--- src/hdl/tcp_pkg.sv ---
// Shared types and constants for the tuple command token parser.
`timescale 1ns / 1ps
`default_nettype none

package tcp_pkg;

	// Token kinds delivered by the lexer. Kinds above TK_OTHER behave like it.
	localparam logic [4:0] TK_OUT     = 5'd0;
	localparam logic [4:0] TK_IN      = 5'd1;
	localparam logic [4:0] TK_READ    = 5'd2;
	localparam logic [4:0] TK_OPEN    = 5'd3;
	localparam logic [4:0] TK_CLOSE   = 5'd4;
	localparam logic [4:0] TK_COMMA   = 5'd5;
	localparam logic [4:0] TK_COLON   = 5'd6;
	localparam logic [4:0] TK_STRLIT  = 5'd7;
	localparam logic [4:0] TK_INTLIT  = 5'd8;
	localparam logic [4:0] TK_FLTLIT  = 5'd9;
	localparam logic [4:0] TK_STRING  = 5'd10;
	localparam logic [4:0] TK_INTEGER = 5'd11;
	localparam logic [4:0] TK_FLOAT   = 5'd12;
	localparam logic [4:0] TK_LT      = 5'd13;
	localparam logic [4:0] TK_LE      = 5'd14;
	localparam logic [4:0] TK_GT      = 5'd15;
	localparam logic [4:0] TK_GE      = 5'd16;
	localparam logic [4:0] TK_STAR    = 5'd17;
	localparam logic [4:0] TK_EOF     = 5'd18;
	localparam logic [4:0] TK_OTHER   = 5'd19;

	// Result kinds.
	localparam logic [1:0] RK_ELEMENT = 2'd0;
	localparam logic [1:0] RK_DONE    = 2'd1;
	localparam logic [1:0] RK_ERROR   = 2'd2;

	// Command operations.
	localparam logic [1:0] OP_READ   = 2'd0;
	localparam logic [1:0] OP_INPUT  = 2'd1;
	localparam logic [1:0] OP_OUTPUT = 2'd2;

	// Element types.
	localparam logic [1:0] TY_INT = 2'd0;
	localparam logic [1:0] TY_STR = 2'd1;
	localparam logic [1:0] TY_FLT = 2'd2;

	// Conditions.
	localparam logic [2:0] CD_EQ   = 3'd0;
	localparam logic [2:0] CD_WILD = 3'd5;

	// Error codes.
	localparam logic [3:0] ER_BAD_OP      = 4'd0;
	localparam logic [3:0] ER_NO_OPEN     = 4'd1;
	localparam logic [3:0] ER_NO_LITERAL  = 4'd2;
	localparam logic [3:0] ER_NO_TYPE     = 4'd3;
	localparam logic [3:0] ER_NO_COLON    = 4'd4;
	localparam logic [3:0] ER_STR_MISM    = 4'd5;
	localparam logic [3:0] ER_INT_MISM    = 4'd6;
	localparam logic [3:0] ER_FLT_MISM    = 4'd7;
	localparam logic [3:0] ER_FLT_EQUAL   = 4'd8;
	localparam logic [3:0] ER_NO_VALUE    = 4'd9;
	localparam logic [3:0] ER_NO_CLOSE    = 4'd10;
	localparam logic [3:0] ER_NO_EOF      = 4'd11;

	typedef enum logic [3:0] {
		PH_OP    = 4'd0,
		PH_OPEN  = 4'd1,
		PH_LIT   = 4'd2,
		PH_TSEP  = 4'd3,
		PH_TYPE  = 4'd4,
		PH_COLON = 4'd5,
		PH_COND  = 4'd6,
		PH_VAL   = 4'd7,
		PH_PSEP  = 4'd8,
		PH_EOF   = 4'd9,
		PH_SKIP  = 4'd10
	} tcp_phase_t;

	typedef struct packed {
		logic [4:0]  token_kind;
		logic [63:0] token_value;
	} tcp_token_t;

	typedef struct packed {
		logic [1:0]  result_kind;
		logic [1:0]  operation;
		logic [4:0]  element_index;
		logic [1:0]  element_type;
		logic [2:0]  condition;
		logic [63:0] element_value;
		logic [3:0]  error_code;
	} tcp_result_t;

endpackage

`default_nettype wire

--- src/hdl/tuple_command_token_parser.sv ---
// Top level of the tuple command token parser.
// Each accepted token goes into the input register, and any result it yields is loaded into the result register.
// Throughput: one token per cycle; the parser state update is a single step per token.
// The only wait comes from a held result: a token that yields a result waits in the
// input register until the result register is free.
// Reset (arst_n low, asynchronous) empties both registers and returns the parser
// to waiting for an operation token with all command state cleared.
`timescale 1ns / 1ps
`default_nettype none

module tuple_command_token_parser #(
	parameter int MAX_ELEMENTS = 20,
	parameter int VALUE_BITS   = 64
) (
	input  wire                   clk,
	input  wire                   arst_n,
	input  wire                   token_valid,
	output logic                  token_stall,
	input  wire tcp_pkg::tcp_token_t token,
	output logic                  result_valid,
	input  wire                   result_stall,
	output tcp_pkg::tcp_result_t  result
);
	import tcp_pkg::*;

	// Input register. The stored value keeps only the bits that can reach the
	// output, so a narrower value width also trims this register.
	logic                  valid_s1;
	logic [4:0]            kind_s1;
	logic [VALUE_BITS-1:0] value_s1;

	logic                  res_valid;
	tcp_result_t           res;
	logic                  out_free;
	logic                  step;
	logic                  take;

	// The token in the input register is consumed when it produces no result,
	// or when the result register can accept what it produces.
	assign step        = valid_s1 && (!res_valid || out_free);
	assign token_stall = valid_s1 && !step;
	assign take        = token_valid && !token_stall;

	always_ff @(posedge clk or negedge arst_n) begin
		if (!arst_n) begin
			valid_s1 <= 1'b0;
		end else if (take) begin
			valid_s1 <= 1'b1;
		end else if (step) begin
			valid_s1 <= 1'b0;
		end
	end

	always_ff @(posedge clk) begin
		if (take) begin
			kind_s1  <= token.token_kind;
			value_s1 <= token.token_value[VALUE_BITS-1:0];
		end
	end

	// Parser state machine and result formation.
	tcp_parse #(
		.MAX_ELEMENTS(MAX_ELEMENTS),
		.VALUE_BITS  (VALUE_BITS)
	) u_parse (
		.clk      (clk),
		.arst_n   (arst_n),
		.step     (step),
		.kind     (kind_s1),
		.value    (value_s1),
		.res_valid(res_valid),
		.res      (res)
	);

	// Result register; it decouples the parser from downstream stalls.
	tcp_outreg u_outreg (
		.clk   (clk),
		.arst_n(arst_n),
		.load  (step && res_valid),
		.data  (res),
		.stall (result_stall),
		.free  (out_free),
		.valid (result_valid),
		.result(result)
	);

	// The input side only stalls while a token is waiting in the input register.
	a_stall_needs_token: assert property (@(posedge clk) disable iff (!arst_n)
		token_stall |-> valid_s1)
		else $error("input stalled with an empty input register");

	// A token whose result is taken must show up at the output next cycle.
	a_result_follows: assert property (@(posedge clk) disable iff (!arst_n)
		(step && res_valid) |=> result_valid)
		else $error("result lost between parser and result register");

	// Error and completion results never carry a value word.
	a_no_value_on_status: assert property (@(posedge clk) disable iff (!arst_n)
		(result_valid && result.result_kind != RK_ELEMENT) |-> (result.element_value == '0))
		else $error("status result carries a value");

endmodule

`default_nettype wire

--- src/hdl/tcp_parse.sv ---
// Parser state machine: holds the command state and forms at most one result per token.
`timescale 1ns / 1ps
`default_nettype none

module tcp_parse #(
	parameter int MAX_ELEMENTS = 20,
	parameter int VALUE_BITS   = 64
) (
	input  wire                    clk,
	input  wire                    arst_n,
	input  wire                    step,
	input  wire [4:0]              kind,
	input  wire [VALUE_BITS-1:0]   value,
	output logic                   res_valid,
	output tcp_pkg::tcp_result_t   res
);
	import tcp_pkg::*;

	localparam int CNT_W = $clog2(MAX_ELEMENTS + 1);
	localparam logic [CNT_W-1:0] CNT_MAX = CNT_W'(MAX_ELEMENTS);

	tcp_phase_t       phase_q, phase_d;
	logic [1:0]       op_q, op_d;
	logic [CNT_W-1:0] cnt_q, cnt_d;
	logic [1:0]       ptype_q, ptype_d;
	logic [2:0]       pcond_q, pcond_d;

	logic             is_cmp;
	logic             tv_star;
	logic             tv_lit;
	logic [1:0]       lit_ty;
	logic [3:0]       lit_err;
	logic [2:0]       eff_cond;
	logic             tv_ok;
	logic [3:0]       tv_err;
	tcp_phase_t       fail_phase;
	logic [63:0]      value_ext;

	assign value_ext  = 64'(value);
	assign is_cmp     = (kind >= TK_LT) && (kind <= TK_GE);
	assign tv_star    = (kind == TK_STAR);
	assign tv_lit     = (kind == TK_STRLIT) || (kind == TK_INTLIT) || (kind == TK_FLTLIT);
	assign fail_phase = (kind == TK_EOF) ? PH_OP : PH_SKIP;
	// A value token straight after the colon compares for equality.
	assign eff_cond   = (phase_q == PH_COND) ? CD_EQ : pcond_q;

	always_comb begin
		lit_ty  = TY_FLT;
		lit_err = ER_FLT_MISM;
		if (kind == TK_STRLIT) begin
			lit_ty  = TY_STR;
			lit_err = ER_STR_MISM;
		end else if (kind == TK_INTLIT) begin
			lit_ty  = TY_INT;
			lit_err = ER_INT_MISM;
		end
	end

	always_comb begin
		tv_ok  = 1'b0;
		tv_err = ER_NO_VALUE;
		if (tv_star) begin
			tv_ok = 1'b1;
		end else if (tv_lit) begin
			if (ptype_q != lit_ty) begin
				tv_err = lit_err;
			end else if (lit_ty == TY_FLT && eff_cond == CD_EQ) begin
				tv_err = ER_FLT_EQUAL;
			end else begin
				tv_ok = 1'b1;
			end
		end
	end

	// Next state.
	always_comb begin
		phase_d = phase_q;
		op_d    = op_q;
		cnt_d   = cnt_q;
		ptype_d = ptype_q;
		pcond_d = pcond_q;
		case (phase_q)
			PH_OP: begin
				phase_d = PH_OPEN;
				if (kind == TK_OUT) begin
					op_d = OP_OUTPUT;
				end else if (kind == TK_IN) begin
					op_d = OP_INPUT;
				end else if (kind == TK_READ) begin
					op_d = OP_READ;
				end else begin
					op_d    = OP_READ;
					phase_d = fail_phase;
				end
			end
			PH_OPEN: begin
				if (kind == TK_OPEN) begin
					cnt_d   = '0;
					phase_d = (op_q == OP_OUTPUT) ? PH_LIT : PH_TYPE;
				end else begin
					phase_d = fail_phase;
				end
			end
			PH_LIT: begin
				if (tv_lit) begin
					cnt_d   = cnt_q + 1'b1;
					phase_d = PH_TSEP;
				end else begin
					phase_d = fail_phase;
				end
			end
			PH_TSEP, PH_PSEP: begin
				if (kind == TK_COMMA && cnt_q < CNT_MAX) begin
					phase_d = (phase_q == PH_TSEP) ? PH_LIT : PH_TYPE;
				end else if (kind == TK_CLOSE) begin
					phase_d = PH_EOF;
				end else begin
					phase_d = fail_phase;
				end
			end
			PH_TYPE: begin
				phase_d = PH_COLON;
				pcond_d = CD_EQ;
				if (kind == TK_STRING) begin
					ptype_d = TY_STR;
				end else if (kind == TK_INTEGER) begin
					ptype_d = TY_INT;
				end else if (kind == TK_FLOAT) begin
					ptype_d = TY_FLT;
				end else begin
					pcond_d = pcond_q;
					phase_d = fail_phase;
				end
			end
			PH_COLON: begin
				phase_d = (kind == TK_COLON) ? PH_COND : fail_phase;
			end
			PH_COND, PH_VAL: begin
				if (phase_q == PH_COND && is_cmp) begin
					pcond_d = 3'(kind - (TK_LT - 5'd1));
					phase_d = PH_VAL;
				end else begin
					if (phase_q == PH_COND) begin
						pcond_d = CD_EQ;
					end
					if (tv_ok) begin
						cnt_d   = cnt_q + 1'b1;
						phase_d = PH_PSEP;
					end else begin
						phase_d = fail_phase;
					end
				end
			end
			PH_EOF: begin
				phase_d = fail_phase;
			end
			default: begin
				phase_d = (kind == TK_EOF) ? PH_OP : PH_SKIP;
			end
		endcase
	end

	// Result for the current token.
	always_comb begin
		res_valid         = 1'b0;
		res               = '0;
		res.operation     = (phase_q == PH_OP) ? OP_READ : op_q;
		res.element_index = 5'(cnt_q);
		case (phase_q)
			PH_OP: begin
				if (kind != TK_OUT && kind != TK_IN && kind != TK_READ) begin
					res_valid      = 1'b1;
					res.result_kind = RK_ERROR;
					res.error_code = ER_BAD_OP;
				end
			end
			PH_OPEN: begin
				if (kind != TK_OPEN) begin
					res_valid      = 1'b1;
					res.result_kind = RK_ERROR;
					res.error_code = ER_NO_OPEN;
				end
			end
			PH_LIT: begin
				res_valid = 1'b1;
				if (tv_lit) begin
					res.result_kind   = RK_ELEMENT;
					res.element_type  = lit_ty;
					res.condition     = CD_EQ;
					res.element_value = value_ext;
				end else begin
					res.result_kind = RK_ERROR;
					res.error_code  = ER_NO_LITERAL;
				end
			end
			PH_TSEP, PH_PSEP: begin
				if (!(kind == TK_COMMA && cnt_q < CNT_MAX) && kind != TK_CLOSE) begin
					res_valid      = 1'b1;
					res.result_kind = RK_ERROR;
					res.error_code = ER_NO_CLOSE;
				end
			end
			PH_TYPE: begin
				if (kind != TK_STRING && kind != TK_INTEGER && kind != TK_FLOAT) begin
					res_valid      = 1'b1;
					res.result_kind = RK_ERROR;
					res.error_code = ER_NO_TYPE;
				end
			end
			PH_COLON: begin
				if (kind != TK_COLON) begin
					res_valid      = 1'b1;
					res.result_kind = RK_ERROR;
					res.error_code = ER_NO_COLON;
				end
			end
			PH_COND, PH_VAL: begin
				if (!(phase_q == PH_COND && is_cmp)) begin
					res_valid = 1'b1;
					if (tv_ok) begin
						res.result_kind  = RK_ELEMENT;
						res.element_type = ptype_q;
						if (tv_star) begin
							res.condition = CD_WILD;
						end else begin
							res.condition     = eff_cond;
							res.element_value = value_ext;
						end
					end else begin
						res.result_kind = RK_ERROR;
						res.error_code  = tv_err;
					end
				end
			end
			PH_EOF: begin
				res_valid = 1'b1;
				if (kind == TK_EOF) begin
					res.result_kind = RK_DONE;
				end else begin
					res.result_kind = RK_ERROR;
					res.error_code  = ER_NO_EOF;
				end
			end
			default: begin
				res_valid = 1'b0;
			end
		endcase
		if (res.result_kind != RK_ELEMENT) begin
			res.element_index = '0;
		end
	end

	always_ff @(posedge clk or negedge arst_n) begin
		if (!arst_n) begin
			phase_q <= PH_OP;
			op_q    <= OP_READ;
			cnt_q   <= '0;
			ptype_q <= TY_INT;
			pcond_q <= CD_EQ;
		end else if (step) begin
			phase_q <= phase_d;
			op_q    <= op_d;
			cnt_q   <= cnt_d;
			ptype_q <= ptype_d;
			pcond_q <= pcond_d;
		end
	end

endmodule

`default_nettype wire

--- src/hdl/tcp_outreg.sv ---
// Result register with valid flag toward the downstream side.
`timescale 1ns / 1ps
`default_nettype none

module tcp_outreg (
	input  wire                    clk,
	input  wire                    arst_n,
	input  wire                    load,
	input  wire tcp_pkg::tcp_result_t data,
	input  wire                    stall,
	output logic                   free,
	output logic                   valid,
	output tcp_pkg::tcp_result_t   result
);
	import tcp_pkg::*;

	logic        valid_q;
	tcp_result_t result_q;

	// The register can take a new result when it is empty or its item leaves now.
	assign free   = !valid_q || !stall;
	assign valid  = valid_q;
	assign result = result_q;

	always_ff @(posedge clk or negedge arst_n) begin
		if (!arst_n) begin
			valid_q <= 1'b0;
		end else if (load) begin
			valid_q <= 1'b1;
		end else if (!stall) begin
			valid_q <= 1'b0;
		end
	end

	always_ff @(posedge clk) begin
		if (load) begin
			result_q <= data;
		end
	end

endmodule

`default_nettype wire
--- config.mk ---
export PLATFORM = sky130hd
export DESIGN_NAME = tuple_command_token_parser
export DESIGN_NICKNAME = d
export VERILOG_FILES = /design/src/hdl/tcp_pkg.sv /design/src/hdl/tuple_command_token_parser.sv /design/src/hdl/tcp_parse.sv /design/src/hdl/tcp_outreg.sv
export SDC_FILE = /design/constraint.sdc
export NUM_CORES = 1
export LEC_CHECK = 0
export BUFFER_PORTS_ARGS = -buffer_cell sky130_fd_sc_hd__buf_2
export CAP_MARGIN = 20
export CORE_ASPECT_RATIO = 1.25
export CORE_MARGIN = 5
export CORE_UTILIZATION = 54
export CTS_CLUSTER_SIZE = 25
export DETAILED_ROUTE_END_ITERATION = 12
export GPL_TIMING_DRIVEN = 0
export PLACE_DENSITY_LB_ADDON = 0.15
export REMOVE_ABC_BUFFERS = 1
export SYNTH_ARGS = -nofsm -noshare
export SYNTH_HDL_FRONTEND = slang
export SYNTH_HIERARCHICAL = 1
export SYNTH_SLANG_ARGS = --single-unit
export TNS_END_PERCENT = 30
--- constraint.sdc ---
create_clock -name clk -period 5.76 [get_ports clk]
set_input_delay 1.152 -clock clk [delete_from_list [all_inputs] [get_ports clk]]
set_output_delay 1.152 -clock clk [all_outputs]
set_load 0.005 [all_outputs]
==> results.yml <==
clock_network:
  cts_made_buffers: 17
  cts_resized: 0
  postCtsSetupBuffers: 0
  tritoncts: "done"
  clock_path_buffers: 2
  ctsRootBufferMaster: "clkbuf_16"
  cts_sinks: 169
  htreeDepth: 4
  clock_latency_ns: 0.42
  cts.clk_slew.worst_paths_ns: 0.07
  hold_buffers: 0
power_and_ir_drop:
  power_frac_seq_pct: 49.2
  switchingPower_uw: 940.8
  p_int_uw: 2507
  pwr_density_cell_nw_per_um2: 410.4
  p_leak_uw: 0.003294
  p_sw_share_pct: 27.29
  power_frac_comb_pct: 16.8
  clkPwrFrac_pct: 34.0
  vdd_drop_max_mv: 0.2161
yosys:
  synth.ff_latch_count: 169
  synth_cell_types: 60
  yosys_most_used_dff: "edfxtp_1"
  netlist_area_um2: 6802
  synth_area_per_cell_um2: 14.60
  synth_top_area_share_pct: 66.67
  synth.area.top_cells: "edfxtp_1 (67%), dfrtp_1 (6.6%), nor2b_1 (6.4%)"
  synth.top_cells.by_count: "edfxtp_1 (151), nor2b_1 (70), nor2_1 (26)"
  yosysMostFrequentCell: "edfxtp_1"
  synthArstFlopShare_pct: 10.65
  seq_area_frac_synth_pct: 73.29
  synth_edf_count: 151
  synth_top_cell_by_area: "edfxtp_1"
  synthCells: 466
  synth_warnings: 6
worst_setup_path:
  crit_slowest_cell: "dfrtp_1"
  cp-end-kind: "output port"
  slowest_delay_ns: 0.68
  cp_cell_sequence: "or3b_2 > a21oi_1 > a21boi_0 > a211oi_1 > o211ai_1 > nand3b_4 > inv_1 > buf_2"
  crit_family: "compound AO/OA/AOI/OAI gates"
  arrival_ns: 3.15
  crit_type: "flop to output port"
  critPathLaunchType: "flop"
  crit_buf_inv: 2
  required_ns: 4.61
  cp_max_fo: 24
sta:
  setup_viol: 0
  skew_ns: 0.009901
  hold_ws_ns: 0.4899
  fin_crit_ns: 4.307
  relSlewSlack_pct: 46.00
  final-hold-violation-count: 0
  timing.fmax_mhz: 232.2
  setup-tns-final_ns: 0
  rsz0062_at_grt: "no"
  worst_pin_slew_ns: 0.8028
  finalCritPeriodShare_pct: 74.77
  slew_viol_final: 0
finish:
  area_growth_syn_to_layout_pct: 23.49
  final_layout_size_suffix_gt1_share_pct: 32.55
  antenna_cells: 0
  fin_nets: 698
  stdcell_count: 800
  finalInstanceArea_um2: 8399
  nFillCells: 907
drt:
  drc: 0
  vias: 4403
  route.met2.wl_um: 8278
  drtPass1Iterations: 4
  first_iter_violations: 361
  viasPerCell: 5.504
  ant_nets: 0
  topRoutingLayerUsed: "met4"
  wl_met1_um: 5735
  routedWlPerCell_um: 19.17
  wl_met3_um: 1089
  routed_wl_um: 15340
global_routing:
  antenna_found_initial: 0
  grt_start_max_net_pins: 72
  grt_pass1_wl_um: 23140
  overflow: 0
  grt_pass1_vias: 4348
  track_usage_pct: 20.99
status:
  status: "finished, final reports clean"
floorplanning:
  die_area_um2: 14950
  start_util_pct: 55.41
  core_um2: 12270
  io_pins: 157
  die_y_um: 135.5
  rows: 45
  die_width_um: 110.4
placement:
  gp_congestion: 0.8660
  portBuffers: 156
  dp.cells: 769
  dp_hpwl_um: 10470
  placed_cell_area_um2: 7789
run:
  drv_cap: 0
worst_hold_path:
  hold_class: "flop to flop"
## layer usage
layer	track usage, %	vias up
li1	-	2069
met1	24.58	2157
met2	37.45	156
met3	5.246	21
met4	6.708	0
met5	0	-
## power groups by stage
| stage | combinational, µW | clock, µW | sequential [µW] |
|---|---|---|---|
| after detailed placement | 585 | 0 | 1720 |
| after CTS | 586 | 1200 | 1690 |
| after global placement | 543 | 0 | 1720 |
| after floorplan | 287 | 0 | 1720 |
| final | 579 | 1170 | 1700 |
| after global routing | 634 | 1250 | 1710 |
## through the flow
step / power [µW] / worst slack, ns / utilization, %
6_report: 3447 / 1.453 / 68.43
3_3_place_gp: 2268 / 0.6929 / 62.71
2_1_floorplan: 2005 / 1.840 / -
5_1_grt: 3603 / 1.326 / 68.43
3_5_place_dp: 2302 / 1.967 / 63.46
4_1_cts: 3478 / 1.508 / 68.43
## area by class of cell
class	instances	area, µm²	share of cell area (%)
Clock buffer	17	425.4	5.065
Clock inverter	14	185.2	2.205
Inverter	17	63.81	0.7597
Multi-Input combinational cell	258	1669	19.87
Sequential cell	169	4985	59.35
Tap cell	164	205.2	2.443
Timing Repair Buffer	161	865.8	10.31
## worst min-delay path, stage by stage (launching register included)
cell and delay, ns:
dfrtp_1 0.35, nand2_1 0.05, o41ai_1 0.06
## state kept, by name (all words and copies together), names as in the netlist
name,count
u_parse/cnt_q,5
valid_s1,1
u_outreg/valid,1
u_parse/pcond_q,3
u_parse/op_q,2
u_parse/phase_q,4
kind_s1,5
u_parse/ptype_q,2
u_outreg/result,82
value_s1,64
## cells by family (layout without fill, tap and decap cells)
logic type               after synthesis  in the layout  synth area share (%)
flip-flops                           169            169                 73.29
buffers and inverters                 39            209                 2.263
AND/OR/NAND/NOR                      179            179                 15.38
adder cells (fa/ha/maj)                1              1                0.1839
AO/OA/AOI/OAI                         75             75                 8.444
XOR/XNOR                               1              1                0.1288
multiplexers                           2              2                0.3127
## worst paths after layout
check / startpoint / end / slack, ns / cells past startpoint
max: u_parse/phase_q[1]$_DFFE_PN0P_ / token_stall / 1.45 / 8
min: u_parse/op_q[1]$_DFFE_PN0P_ / u_parse/op_q[1]$_DFFE_PN0P_ / 0.49 / 2
max reg2reg: kind_s1[1]$_DFFE_PP_ / u_parse/cnt_q[3]$_DFFE_PN0P_ / 1.90 / 9
min reg2reg: u_parse/op_q[1]$_DFFE_PN0P_ / u_parse/op_q[1]$_DFFE_PN0P_ / 0.49 / 2
max in group asynchronous: arst_n / u_parse/ptype_q[0]$_DFFE_PN0P_ / 4.80 / 1
min in group asynchronous: arst_n / u_parse/op_q[1]$_DFFE_PN0P_ / 0.66 / 1
## layout by cell type, fill, tap and decap left out, types with 3 or more instances in the layout
master	count
inv_1	17
or3b_2	3
bufinv_16	3
o21a_1	3
nor2_1	26
nand3_1	6
nor4b_1	3
nand2_1	21
inv_6	4
nand4_1	3
nor3b_1	4
buf_2	158
a32oi_1	3
o41ai_1	6
o21ai_0	13
o221ai_1	3
o211ai_1	3
a22o_1	3
and3_1	5
edfxtp_1	151
a21oi_1	7
clkbuf_16	17
nor2b_1	70
inv_8	3
o22ai_1	3
nand3b_1	7
dfrtp_1	18
nand2b_1	9
nor3_1	8
o31ai_1	6
(Power assumes the default switching activity.)
